--- src/sv/ffla_pkg.sv ---
package ffla_pkg;

  // Default sizing
  localparam int NUM_POOLS_DEF  = 2;
  localparam int POOL_BYTES_DEF = 2097152;
  localparam int LIST_DEPTH_DEF = 16;

  // Field widths
  localparam int LEN_W = 22;
  localparam int OFF_W = 21;
  localparam int STS_W = 2;

  // Stream packing
  localparam int IN_DATA_W  = 48;
  localparam int IN_USER_W  = 2;
  localparam int OUT_DATA_W = 24;

  typedef enum logic [STS_W-1:0] {
    ST_OK     = 2'd0,
    ST_NO_FIT = 2'd1,
    ST_FULL   = 2'd2
  } status_t;

  typedef enum logic {
    OP_ALLOC   = 1'b0,
    OP_RELEASE = 1'b1
  } op_t;

  typedef enum logic [1:0] {
    S_IDLE = 2'd0,
    S_SCAN = 2'd1,
    S_RESP = 2'd2
  } state_t;

endpackage

--- src/sv/ffla_ram.sv ---
module ffla_ram #(
  parameter int WIDTH = 8,
  parameter int DEPTH = 16
) (
  input  logic                     clk,
  input  logic                     we,
  input  logic [$clog2(DEPTH)-1:0] waddr,
  input  logic [WIDTH-1:0]         wdata,
  input  logic                     re,
  input  logic [$clog2(DEPTH)-1:0] raddr,
  output logic [WIDTH-1:0]         rdata
);

  logic [WIDTH-1:0] mem [DEPTH];

  // One write port, one registered read port
  always_ff @(posedge clk) begin
    if (we) begin
      mem[waddr] <= wdata;
    end
    if (re) begin
      rdata <= mem[raddr];
    end
  end

endmodule

--- src/sv/first_fit_free_list_allocator.sv ---
// First-fit free-list allocator for a set of byte pools.
// Input beats on s_axis carry one request each: tuser selects the operation
// (allocate or release) and the pool; tdata carries the size and, for a
// release, the block offset. Each request yields exactly one result beat on
// m_axis with a status code and, for a successful allocate, the block offset.
// The extent lists of all pools live in one RAM with a registered read.
// A request walks its pool's list one entry per cycle, at most LIST_DEPTH
// entries; the RAM read register lies between the read of an entry and
// its check, the write-back happens in the cycle the walk ends, and then
// the result moves to the output register once that register is free.
// One request is in flight at a time, so a new request is accepted only
// once the last one has handed its result to the output register.
// s_axis_tready is high while the block is idle, even while a finished result
// still waits in the output register; a stalled m_axis holds that result,
// and the next request still walks its list and then waits to hand over its result.
// After reset every pool holds one extent covering the whole pool; entry 0
// of each pool reads as that extent until first written, so no clearing
// pass is needed and the block accepts a request in the first cycle.
module first_fit_free_list_allocator
  import ffla_pkg::*;
#(
  parameter int NUM_POOLS  = NUM_POOLS_DEF,
  parameter int POOL_BYTES = POOL_BYTES_DEF,
  parameter int LIST_DEPTH = LIST_DEPTH_DEF
) (
  input  logic                  clk,
  input  logic                  rst,
  input  logic                  s_axis_tvalid,
  output logic                  s_axis_tready,
  // [21:0] request_size, [42:22] release_offset, [47:43] zero
  input  logic [IN_DATA_W-1:0]  s_axis_tdata,
  // [0] operation, [1] page
  input  logic [IN_USER_W-1:0]  s_axis_tuser,
  output logic                  m_axis_tvalid,
  input  logic                  m_axis_tready,
  // [1:0] status, [22:2] block_offset, [23] zero
  output logic [OUT_DATA_W-1:0] m_axis_tdata
);

  localparam int PW = (NUM_POOLS > 1) ? $clog2(NUM_POOLS) : 1;
  localparam int IW = $clog2(LIST_DEPTH);
  localparam int CW = $clog2(LIST_DEPTH + 1);
  localparam int EW = 2 * LEN_W;
  localparam int RAM_DEPTH = 2 ** (PW + IW);
  localparam logic [LEN_W-1:0] POOL_LEN = LEN_W'(POOL_BYTES);
  localparam logic [LEN_W-1:0] LEN_MAX  = {LEN_W{1'b1}};

  state_t state, state_next;

  // Request registers
  op_t              op_r;
  logic [PW-1:0]    pg_r;
  logic [LEN_W-1:0] size_r;
  logic [OFF_W-1:0] roff_r;
  logic [CW-1:0]    n_r;

  // Walk control
  logic [CW-1:0] rd_idx;
  logic [CW-1:0] chk_idx;
  logic          chk_valid;

  // Per-pool list state
  logic [CW-1:0] ext_count [NUM_POOLS];
  logic          init0 [NUM_POOLS];

  // Result
  status_t          res_status, res_status_next;
  logic [OFF_W-1:0] res_off, res_off_next;
  logic             out_valid;
  logic [OUT_DATA_W-1:0] out_data;

  // RAM ports
  logic              ram_we, ram_re;
  logic [PW+IW-1:0]  ram_waddr, ram_raddr;
  logic [EW-1:0]     ram_wdata, ram_rdata;

  logic          s_beat;
  logic [PW-1:0] pg_in;
  logic          done, cnt_inc;

  logic [LEN_W-1:0] ent_start, ent_len;
  logic             alloc_hit, rel_hit, hit, last;
  logic [LEN_W:0]   rel_end, len_sum;
  logic [LEN_W-1:0] merge_len;

  assign s_beat = s_axis_tvalid && s_axis_tready;
  assign s_axis_tready = (state == S_IDLE);
  assign m_axis_tvalid = out_valid;
  assign m_axis_tdata  = out_data;

  // Saturate the pool index
  always_comb begin
    if (32'(s_axis_tuser[1]) >= NUM_POOLS) begin
      pg_in = PW'(NUM_POOLS - 1);
    end else begin
      pg_in = PW'(s_axis_tuser[1]);
    end
  end

  ffla_ram #(
    .WIDTH (EW),
    .DEPTH (RAM_DEPTH)
  ) u_ram (
    .clk   (clk),
    .we    (ram_we),
    .waddr (ram_waddr),
    .wdata (ram_wdata),
    .re    (ram_re),
    .raddr (ram_raddr),
    .rdata (ram_rdata)
  );

  // Entry under test; entry 0 reads as the whole pool until first written
  always_comb begin
    if (chk_idx[IW-1:0] == '0 && !init0[pg_r]) begin
      ent_start = '0;
      ent_len   = POOL_LEN;
    end else begin
      ent_start = ram_rdata[LEN_W-1:0];
      ent_len   = ram_rdata[EW-1:LEN_W];
    end
  end

  // Fit and merge checks
  always_comb begin
    rel_end   = {2'b00, roff_r} + {1'b0, size_r};
    len_sum   = {1'b0, ent_len} + {1'b0, size_r};
    merge_len = len_sum[LEN_W] ? LEN_MAX : len_sum[LEN_W-1:0];
    alloc_hit = size_r < ent_len;
    rel_hit   = ({1'b0, ent_start} == rel_end);
    hit       = chk_valid && ((op_r == OP_ALLOC) ? alloc_hit : rel_hit);
    if (chk_valid) begin
      last = (CW'(chk_idx + 1'b1) == n_r);
    end else begin
      last = (rd_idx >= n_r);
    end
  end

  // Next state, RAM access and result
  always_comb begin
    state_next      = state;
    ram_re          = 1'b0;
    ram_raddr       = {pg_r, rd_idx[IW-1:0]};
    ram_we          = 1'b0;
    ram_waddr       = {pg_r, chk_idx[IW-1:0]};
    ram_wdata       = '0;
    done            = 1'b0;
    cnt_inc         = 1'b0;
    res_status_next = res_status;
    res_off_next    = res_off;
    case (state)
      S_IDLE: begin
        if (s_beat) begin
          state_next = S_SCAN;
        end
      end
      S_SCAN: begin
        ram_re = (rd_idx < n_r);
        if (hit) begin
          ram_we = 1'b1;
          done   = 1'b1;
          res_status_next = ST_OK;
          if (op_r == OP_ALLOC) begin
            ram_wdata    = {LEN_W'(ent_len - size_r), LEN_W'(ent_start + size_r)};
            res_off_next = ent_start[OFF_W-1:0];
          end else begin
            ram_wdata    = {merge_len, {1'b0, roff_r}};
            res_off_next = '0;
          end
        end else if (last) begin
          done         = 1'b1;
          res_off_next = '0;
          if (op_r == OP_ALLOC) begin
            res_status_next = ST_NO_FIT;
          end else if (n_r >= CW'(LIST_DEPTH)) begin
            res_status_next = ST_FULL;
          end else begin
            // Append a new extent at the tail
            ram_we          = 1'b1;
            ram_waddr       = {pg_r, n_r[IW-1:0]};
            ram_wdata       = {size_r, {1'b0, roff_r}};
            cnt_inc         = 1'b1;
            res_status_next = ST_OK;
          end
        end
        if (done) begin
          state_next = S_RESP;
        end
      end
      S_RESP: begin
        if (!out_valid || m_axis_tready) begin
          state_next = S_IDLE;
        end
      end
      default: begin
        state_next = S_IDLE;
      end
    endcase
  end

  always_ff @(posedge clk) begin
    if (rst) begin
      state <= S_IDLE;
    end else begin
      state <= state_next;
    end
  end

  // Latch the request and advance the walk
  always_ff @(posedge clk) begin
    if (rst) begin
      chk_valid <= 1'b0;
    end else if (s_beat) begin
      chk_valid <= 1'b0;
    end else if (state == S_SCAN) begin
      chk_valid <= ram_re;
    end
  end

  always_ff @(posedge clk) begin
    if (s_beat) begin
      op_r   <= op_t'(s_axis_tuser[0]);
      pg_r   <= pg_in;
      size_r <= s_axis_tdata[LEN_W-1:0];
      roff_r <= s_axis_tdata[LEN_W+OFF_W-1:LEN_W];
      n_r    <= ext_count[pg_in];
      rd_idx <= '0;
    end else if (state == S_SCAN) begin
      chk_idx <= rd_idx;
      if (ram_re) begin
        rd_idx <= CW'(rd_idx + 1'b1);
      end
    end
    if (done) begin
      res_status <= res_status_next;
      res_off    <= res_off_next;
    end
  end

  // Extent counts and entry 0 written marks
  always_ff @(posedge clk) begin
    if (rst) begin
      for (int p = 0; p < NUM_POOLS; p++) begin
        ext_count[p] <= CW'(1);
        init0[p]     <= 1'b0;
      end
    end else begin
      if (cnt_inc) begin
        ext_count[pg_r] <= CW'(n_r + 1'b1);
      end
      if (ram_we && ram_waddr[IW-1:0] == '0) begin
        init0[pg_r] <= 1'b1;
      end
    end
  end

  // Output register: hold while stalled, load the result when free
  always_ff @(posedge clk) begin
    if (rst) begin
      out_valid <= 1'b0;
    end else if (state == S_RESP && (!out_valid || m_axis_tready)) begin
      out_valid <= 1'b1;
    end else if (m_axis_tready) begin
      out_valid <= 1'b0;
    end
  end

  always_ff @(posedge clk) begin
    if (state == S_RESP && (!out_valid || m_axis_tready)) begin
      out_data <= {1'b0, res_off, res_status};
    end
  end

endmodule

--- config.mk ---
export PLATFORM = sky130hd
export DESIGN_NAME = first_fit_free_list_allocator
export DESIGN_NICKNAME = d
export VERILOG_FILES = /design/src/sv/ffla_pkg.sv /design/src/sv/ffla_ram.sv /design/src/sv/first_fit_free_list_allocator.sv
export SDC_FILE = /design/constraint.sdc
export NUM_CORES = 2
export LEC_CHECK = 0
export BUFFER_PORTS_ARGS = -buffer_cell sky130_fd_sc_hd__buf_4
export CORE_MARGIN = 5
export CORE_UTILIZATION = 59
export DETAILED_ROUTE_END_ITERATION = 6
export PLACE_DENSITY = 0.73
export SYNTH_ARGS = -nofsm -noshare
export SYNTH_HDL_FRONTEND = slang
export SYNTH_SLANG_ARGS = --single-unit
--- constraint.sdc ---
create_clock -name clk -period 9.2 [get_ports clk]
set_input_delay 0.46 -clock clk [delete_from_list [all_inputs] [get_ports clk]]
set_output_delay 0.46 -clock clk [all_outputs]
set_load 0.05 [all_outputs]
# Yosys cells after proc, flatten, opt, wreduce, memory -nomap -nowiden
# Memory sizes are Yosys's and may differ from the RTL's. A register that Yosys moved wholly into a read port is not among the register bits.
# Cells that the tools add are included.
[word_totals]
elab_cells = 111
output_inout_bits = 26
ff_bits = 105
ramBits = 1420
memories = 3
[classes]
mux = 57
n_bitwise = 1
add_sub_neg = 7
n_reduce_logical = 20
magnitude_cmp = 4
n_eq_ne = 7
[mem_list]
columns = ["name", "words", "width", "read_ports", "rd_ports_with_merged_regs", "write_ports", "line", "source"]
rows = [
  ["u_ram.mem", 32, 44, 1, 1, 1, "ffla_ram.sv:14", "logic [WIDTH-1:0] mem [DEPTH];"],
  ["ext_count", 2, 5, 1, 1, 2, "first_fit_free_list_allocator.sv:63", "logic [CW-1:0] ext_count [NUM_POOLS];"],
  ["init0", 2, 1, 1, 1, 2, "first_fit_free_list_allocator.sv:64", "logic init0 [NUM_POOLS];"],
]
[ops]
columns = ["operator", "n"]
rows = [
  ["44-bit two-way mux", 6],
  ["22-bit two-way mux", 3],
  ["21-bit two-way mux", 3],
  ["1-bit two-way mux", 32],
  ["21-bit by 22-bit adder with 23-bit output", 1],
  ["22-bit by 22-bit adder with 23-bit output", 1],
  ["22-bit by 23-bit equality test with 1-bit output", 1],
  ["22-bit adder", 1],
  ["22-bit less-than comparator", 1],
  ["22-bit subtractor", 1],
  ["4-bit two-way mux", 5],
  ["5-bit by 1-bit adder with 5-bit output (second input constant)", 3],
  ["2-bit two-way mux", 6],
  ["4-bit zero test", 2],
  ["2-bit case mux with 3 select lines", 1],
  ["3-bit AND reduction", 2],
  ["5-bit equality test", 1],
  ["5-bit >= comparator", 1],
  ["5-bit >= comparator (second input constant)", 1],
  ["1-bit logical AND", 5],
  ["5-bit less-than comparator", 1],
  ["5-bit two-way mux", 1],
  ["5-bit OR reduction", 1],
  ["2-bit by 1-bit inequality test with 1-bit output (second input constant)", 2],
  ["other kinds (11)", 14],
]

# Depth between registers and ports, before layout
[depth]
ltp_word = 15
mapped_depth = 24
ltp_nobuf = 20

# Cells and area by module
# A second synthesis with hierarchy kept.
[unflattened]
hier_cells = 4211
hier_area_um2 = 66420.0
[modules_own_cells]
columns = ["module", "area_each_um2", "cells_per_inst", "instances"]
rows = [
  ["ffla_ram", 55988.7, 3090, 1],
  ["first_fit_free_list_allocator", 10431.3, 1121, 1],
]

# Least setup slack after synthesis
# Ideal clock, no wire load.
[synth_timing]
path_kind = "register to register"
startpoint = "register chk_idx[0]"
endpoint = "memory u_ram.mem[12][0] (netlist name) (enable)"
synth_period_minus_slack_ns = 8.459
required_ns = 8.700
slack_ns = 0.741
setup_time_ns = 0.500
arrival_ns = 7.959
stages_incl_launch_ff = 22
n_path_buf = 4
cell_sequence = "edfxtp_1 inv_1 ha_1 or3b_4 or2_1 clkbuf_1 clkbuf_1 clkbuf_1 and2_1 ha_1 clkbuf_1 nand2_1 nor4_1 nand2_1 o221ai_1 o22ai_1 o31ai_1 and2_1 clkinv_1 a2111oi_4 nor2_1 nor3_1"
[synth_between]
elab_chain_len = 10
word_cells_on_any_way = 21
cone_classes = "add/sub: 1; order compare: 1; eq/ne: 2; mux: 14; reduce/logical: 3"
[synth_lines]
columns = ["element", "line", "source"]
rows = [
  ["start, declared", "first_fit_free_list_allocator.sv:59", "logic [CW-1:0] chk_idx;"],
  ["start signal, assigned", "first_fit_free_list_allocator.sv:229", "chk_idx <= rd_idx;"],
  ["4-bit zero test", "first_fit_free_list_allocator.sv:115", "if (chk_idx[IW-1:0] == '0 && !init0[pg_r]) begin"],
  ["1-bit logical AND", "first_fit_free_list_allocator.sv:115", ""],
  ["22-bit two-way mux", "first_fit_free_list_allocator.sv:115", ""],
  ["22-bit less-than comparator / 22-bit by 23-bit equality test with 1-bit output (equally long branches)", "first_fit_free_list_allocator.sv:129, first_fit_free_list_allocator.sv:130", ""],
  ["1-bit two-way mux", "first_fit_free_list_allocator.sv:131", "hit = chk_valid && ((op_r == OP_ALLOC) ? alloc_hit : rel_hit);"],
  ["1-bit logical AND", "first_fit_free_list_allocator.sv:131", ""],
  ["1-bit two-way mux", "first_fit_free_list_allocator.sv:159", "if (hit) begin"],
  ["1-bit two-way mux", "first_fit_free_list_allocator.sv:151", "case (state)"],
  ["1-bit two-way mux", "ffla_ram.sv:18", "if (we) begin"],
  ["1-bit two-way mux (not written as such)", "ffla_ram.sv:19", "mem[waddr] <= wdata;"],
  ["end, declared", "ffla_ram.sv:14", ""],
]
# Several ways; a longest one is shown, not always the timed one.

# Worst setup path after layout
[layout_timing]
startpoint = "register chk_idx[0]"
endpoint = "memory u_ram.mem[5][28] (netlist name) (enable)"
# Same word-level chain as after synthesis.

==> results_tabular.tex <==
\begin{tabular}{lr}
\hline
Metric & Value \\
\hline
\multicolumn{2}{l}{\textbf{Routing}} \\
Total number of vias & 34,400 \\
Wire per inst & 35.0 um \\
Number of iterations in the first detailed-routing pass & 6 \\
Remaining routing DRC violations & 0 \\
Post-route ant nets & 0 \\
Vias per std cell & 6.87 \\
DRT iter0 DRCs & 4,746 \\
DRT Wirelength & 175,000 um \\
\multicolumn{2}{l}{\textbf{Worst setup path}} \\
Arrival time at the worst endpoint & 8390 ps \\
CP max stage delay & 940 ps \\
Startpoint of the worst-slack reg-to-reg timing path & chk\_idx[0] \\
Worst reg-to-reg path cell count & 20 \\
Kind of end point of the critical path & flop \\
Largest fanout on the critical path & 44 \\
CP dominant cell by count & buf\_4 \\
Cell with the largest stage delay on the worst path & o311ai\_0 \\
Source of the critical timing path & chk\_idx[0] \\
Total number of cells along the worst setup path & 20 \\
Family of cells with the greatest summed delay on the critical path & compound AO/OA/AOI/OAI gates \\
Critical path, cell by cell & inv\_1 -> ha\_1 -> or3b\_4 -> or2\_1 -> buf\_4 -> and2\_1 -> ha\_1 -> nand4\_1 -> a211oi\_1 -> nor3\_1 -> o221ai\_1 -> o22ai\_1 -> o311ai\_0 -> and4\_1 -> nand3\_2 -> nand2\_1 -> buf\_4 -> o31a\_1 -> nor3\_2 -> buf\_4 \\
Register-to-register path setup slack & 1180 ps \\
Class of the most critical setup path & flop to flop \\
Data required, critical path & 9570 ps \\
Total buffers and inverters traversed by the critical path & 4 \\
Critical Path Start Type & flop \\
\multicolumn{2}{l}{\textbf{GRT}} \\
Met2 track demand over resource & 46.1\% \\
Most crowded layer after global routing & met2 \\
Antenna violations before repair & 4 \\
Via count of the first global-routing pass & 34,500 \\
Total global-route track usage & 30.4\% \\
Global-route wire length before repair & 249,000 um \\
GRT met1 Usage & 45.5\% \\
Global-route met3 utilization & 6.55\% \\
Grt ovf & 0 \\
Largest net degree at the start of global routing & 132 \\
\multicolumn{2}{l}{\textbf{Timing}} \\
Maximum operating frequency & 0.125 GHz \\
Final Hold Vio Count & 0 \\
Final worst path period need & 8020 ps \\
Final worst path period share & 87.2\% \\
Max-slew violation count & 0 \\
Transition time at the pin with the least slew margin & 1410 ps \\
Setup TNS after final layout & 0 ps \\
Count of final setup violators & 0 \\
Remaining max-slew budget at the tightest pin & 5.72\% \\
Unrepaired setup endpoints after global routing & no \\
Setup Skew & 38.0 ps \\
\multicolumn{2}{l}{\textbf{Placed design}} \\
HPWL reported at the end of detailed placement & 98,300 um \\
Port Buffer Count & 73 \\
Dpl cell area & 67,600 um2 \\
Routability congestion estimate & 0.982 \\
Dpl cells & 4,678 \\
\multicolumn{2}{l}{\textbf{Yosys}} \\
Combined area of all synthesized cells & 64,700 um2 \\
Mean instance size in the synthesized netlist & 19.9 um2 \\
Area share of the largest cell type after synthesis & 72.5\% \\
Most area-hungry cell type in the Yosys netlist & edfxtp\_1 \\
Synthesized flop and latch total & 1,575 \\
Number of enable flip-flop cells after synthesis & 1,563 \\
Number of cells produced by synthesis & 3,247 \\
Count of different cell masters after synthesis & 80 \\
Share of synthesized registers carrying an async set or reset & 0\% \\
Post-Synthesis Net Count & 3,402 \\
Syn. warnings & 0 \\
Seq/Total Area, Yosys & 72.9\% \\
Main flop type after synthesis & edfxtp\_1 \\
Cells taking the most area after synthesis & edfxtp\_1, mux4\_2, ha\_1 \\
\multicolumn{2}{l}{\textbf{Flow run}} \\
Number of maximum-capacitance violations & 0 \\
\multicolumn{2}{l}{\textbf{Power and ir drop}} \\
Total power draw & 0.0166 W \\
Leakage power & 21.6 nW \\
Power per cell area & 227 nW/um2 \\
VDD IR max & 202 uV \\
\multicolumn{2}{l}{\textbf{Clock network}} \\
Number of buffers on the longest clock path & 3 \\
H-tree lvl count & 4 \\
Cells resized by post-CTS repair & 0 \\
CTS hold repair buffers & 47 \\
Total clock buffers created by CTS & 155 \\
CTS tree & done \\
Buffer count from post-CTS setup fixing & 0 \\
TritonCTS Sinks & 1,575 \\
Clock latency of the later-clocked register in the worst-skew pair & 790 ps \\
Clock Tree Root & clkbuf\_16 \\
Clock-pin transition on the worst setup and hold timing paths & 60 ps \\
\multicolumn{2}{l}{\textbf{Min path}} \\
Worst Hold Depth & 2 \\
Hold Path Class & primary input to flop \\
Start point of the worst min-delay path & s\_axis\_tdata[25] \\
\multicolumn{2}{l}{\textbf{Final layout}} \\
Layout filler cell count & 6,680 \\
Non-filler cells, final & 5,010 \\
Area overhead of the layout relative to synthesis & 12.9\% \\
Register area & 47,200 um2 \\
Total non-filler cell area in the finished layout & 73,100 um2 \\
Fraction of layout cells with a size suffix above 1 & 25.9\% \\
Net count, final & 3,623 \\
Area of combinational cells with multiple inputs & 16,900 um2 \\
\multicolumn{2}{l}{\textbf{Floorplan}} \\
Number of placement rows & 121 \\
Starting Density & 59.5\% \\
Number of top-level design ports & 80 \\
Die ar. & 116,000 um2 \\
Total core area & 109,000 um2 \\
Die X & 341 um \\
Die height & 341 um \\
\multicolumn{2}{l}{\textbf{Outcome}} \\
Outcome & finished, final reports clean \\
\hline
\end{tabular}
-- registers in the layout, indices dropped and copies added (netlist names), 2 cells and up, named ones only --
name	flops
init0	2
state	2
ext_count	10
rd_idx	5
chk_idx	5
m_axis_tdata	23
res_off	21
roff_r	21
res_status	2
size_r	22
u_ram.rdata	44
u_ram.mem	1408
n_r	5
-- synthesized netlist by cell type, types with 34 or more instances --
master / n
edfxtp_1: 1563
mux4_2: 440
nand2_1: 178
clkbuf_1: 109
ha_1: 97
inv_1: 83
nor2_1: 83
a21oi_1: 71
xnor2_1: 66
o21ai_0: 61
buf_1: 45
nor3_1: 36
and2_1: 34
-- per-stage QoR --
stage	utilization (%)	setup WS (ps)	hold WS, ps
after floorplan	-	741	400
after global placement	62.1	1570	406
after detailed placement	62.1	1320	405
after CTS	67.1	1290	342
after global routing	67.1	909	387
final	67.2	1180	403
-- path summary, 6_finish.rpt --
path / endpoint
worst min register to register: m_axis_tdata[1]
worst max register to register: u_ram.mem[5][28]
worst min-delay path: roff_r[3]
worst max-delay path: u_ram.mem[5][28]
-- layout make-up --
class                   count  area share, %
diodes                      2        0.00685
clock buffers             185           5.53
clock inverters            98           1.28
inverters                  84          0.436
multi-input cells        1424           23.1
flip-flops and latches   1575           64.6
well taps                1414           2.42
repair buffers            228           2.71
-- routing by layer --
| metal | share of wire, % | wire length (um) |
|---|---|---|
| met2 | 46 | 81400 |
| met4 | 3.2 | 5600 |
| met1 | 39 | 68400 |
| met3 | 11 | 20100 |
| met5 | 0.011 | 20 |
-- cells by family (layout without fill, tap and decap cells) --
group | Yosys count | count (layout) | share of synthesized area [%]
fa+ha+maj | 101 | 101 | 2.00
buf+inv | 248 | 595 | 1.48
simple gates | 464 | 464 | 3.51
compound gates | 305 | 305 | 3.20
xor+xnor | 96 | 96 | 1.30
flops | 1575 | 1575 | 72.9
mux | 457 | 457 | 15.6
other cells | 1 | 3 | 0.00579
-- placed cells by master (no fill, tap or decap), drive strengths merged, types with 6 or more instances in the layout --
master / netlist / routed
mux2: 9 / 9
nand3: 22 / 22
edfxtp: 1563 / 1563
o211ai: 8 / 8
nand2b: 15 / 15
o22ai: 14 / 14
o21a: 8 / 8
a21oi: 72 / 72
o221ai: 18 / 18
dfxtp: 12 / 12
clkbuf: 109 / 185
nand4: 14 / 14
xnor2: 66 / 66
o31ai: 6 / 6
o31a: 6 / 6
and2: 34 / 34
o21bai: 10 / 10
ha: 97 / 97
nor3: 46 / 46
mux4: 440 / 440
or4: 6 / 6
nor2: 85 / 85
and3: 27 / 27
or2: 6 / 6
bufinv: 0 / 11
buf: 55 / 181
a21o: 19 / 19
xor2: 30 / 30
a211oi: 11 / 11
o21ai: 65 / 65
a22o: 21 / 21
nor4: 12 / 12
mux2i: 8 / 8
nor2b: 7 / 7
inv: 83 / 90
a31oi: 12 / 12
nand2: 178 / 178
clkinv: 1 / 77
dlygate4sd3: 0 / 47
-- power by group --
| part | internal (W) | switching (W) | leakage (nW) |
|---|---|---|---|
| logic | 0.00111 | 0.00125 | 6.54 |
| registers | 0.00789 | 0.000141 | 12.7 |
| clock network | 0.00348 | 0.00272 | 2.44 |
| total | 0.0125 | 0.00411 | 21.6 |
Note: power is estimated with default switching activity, not from simulation.
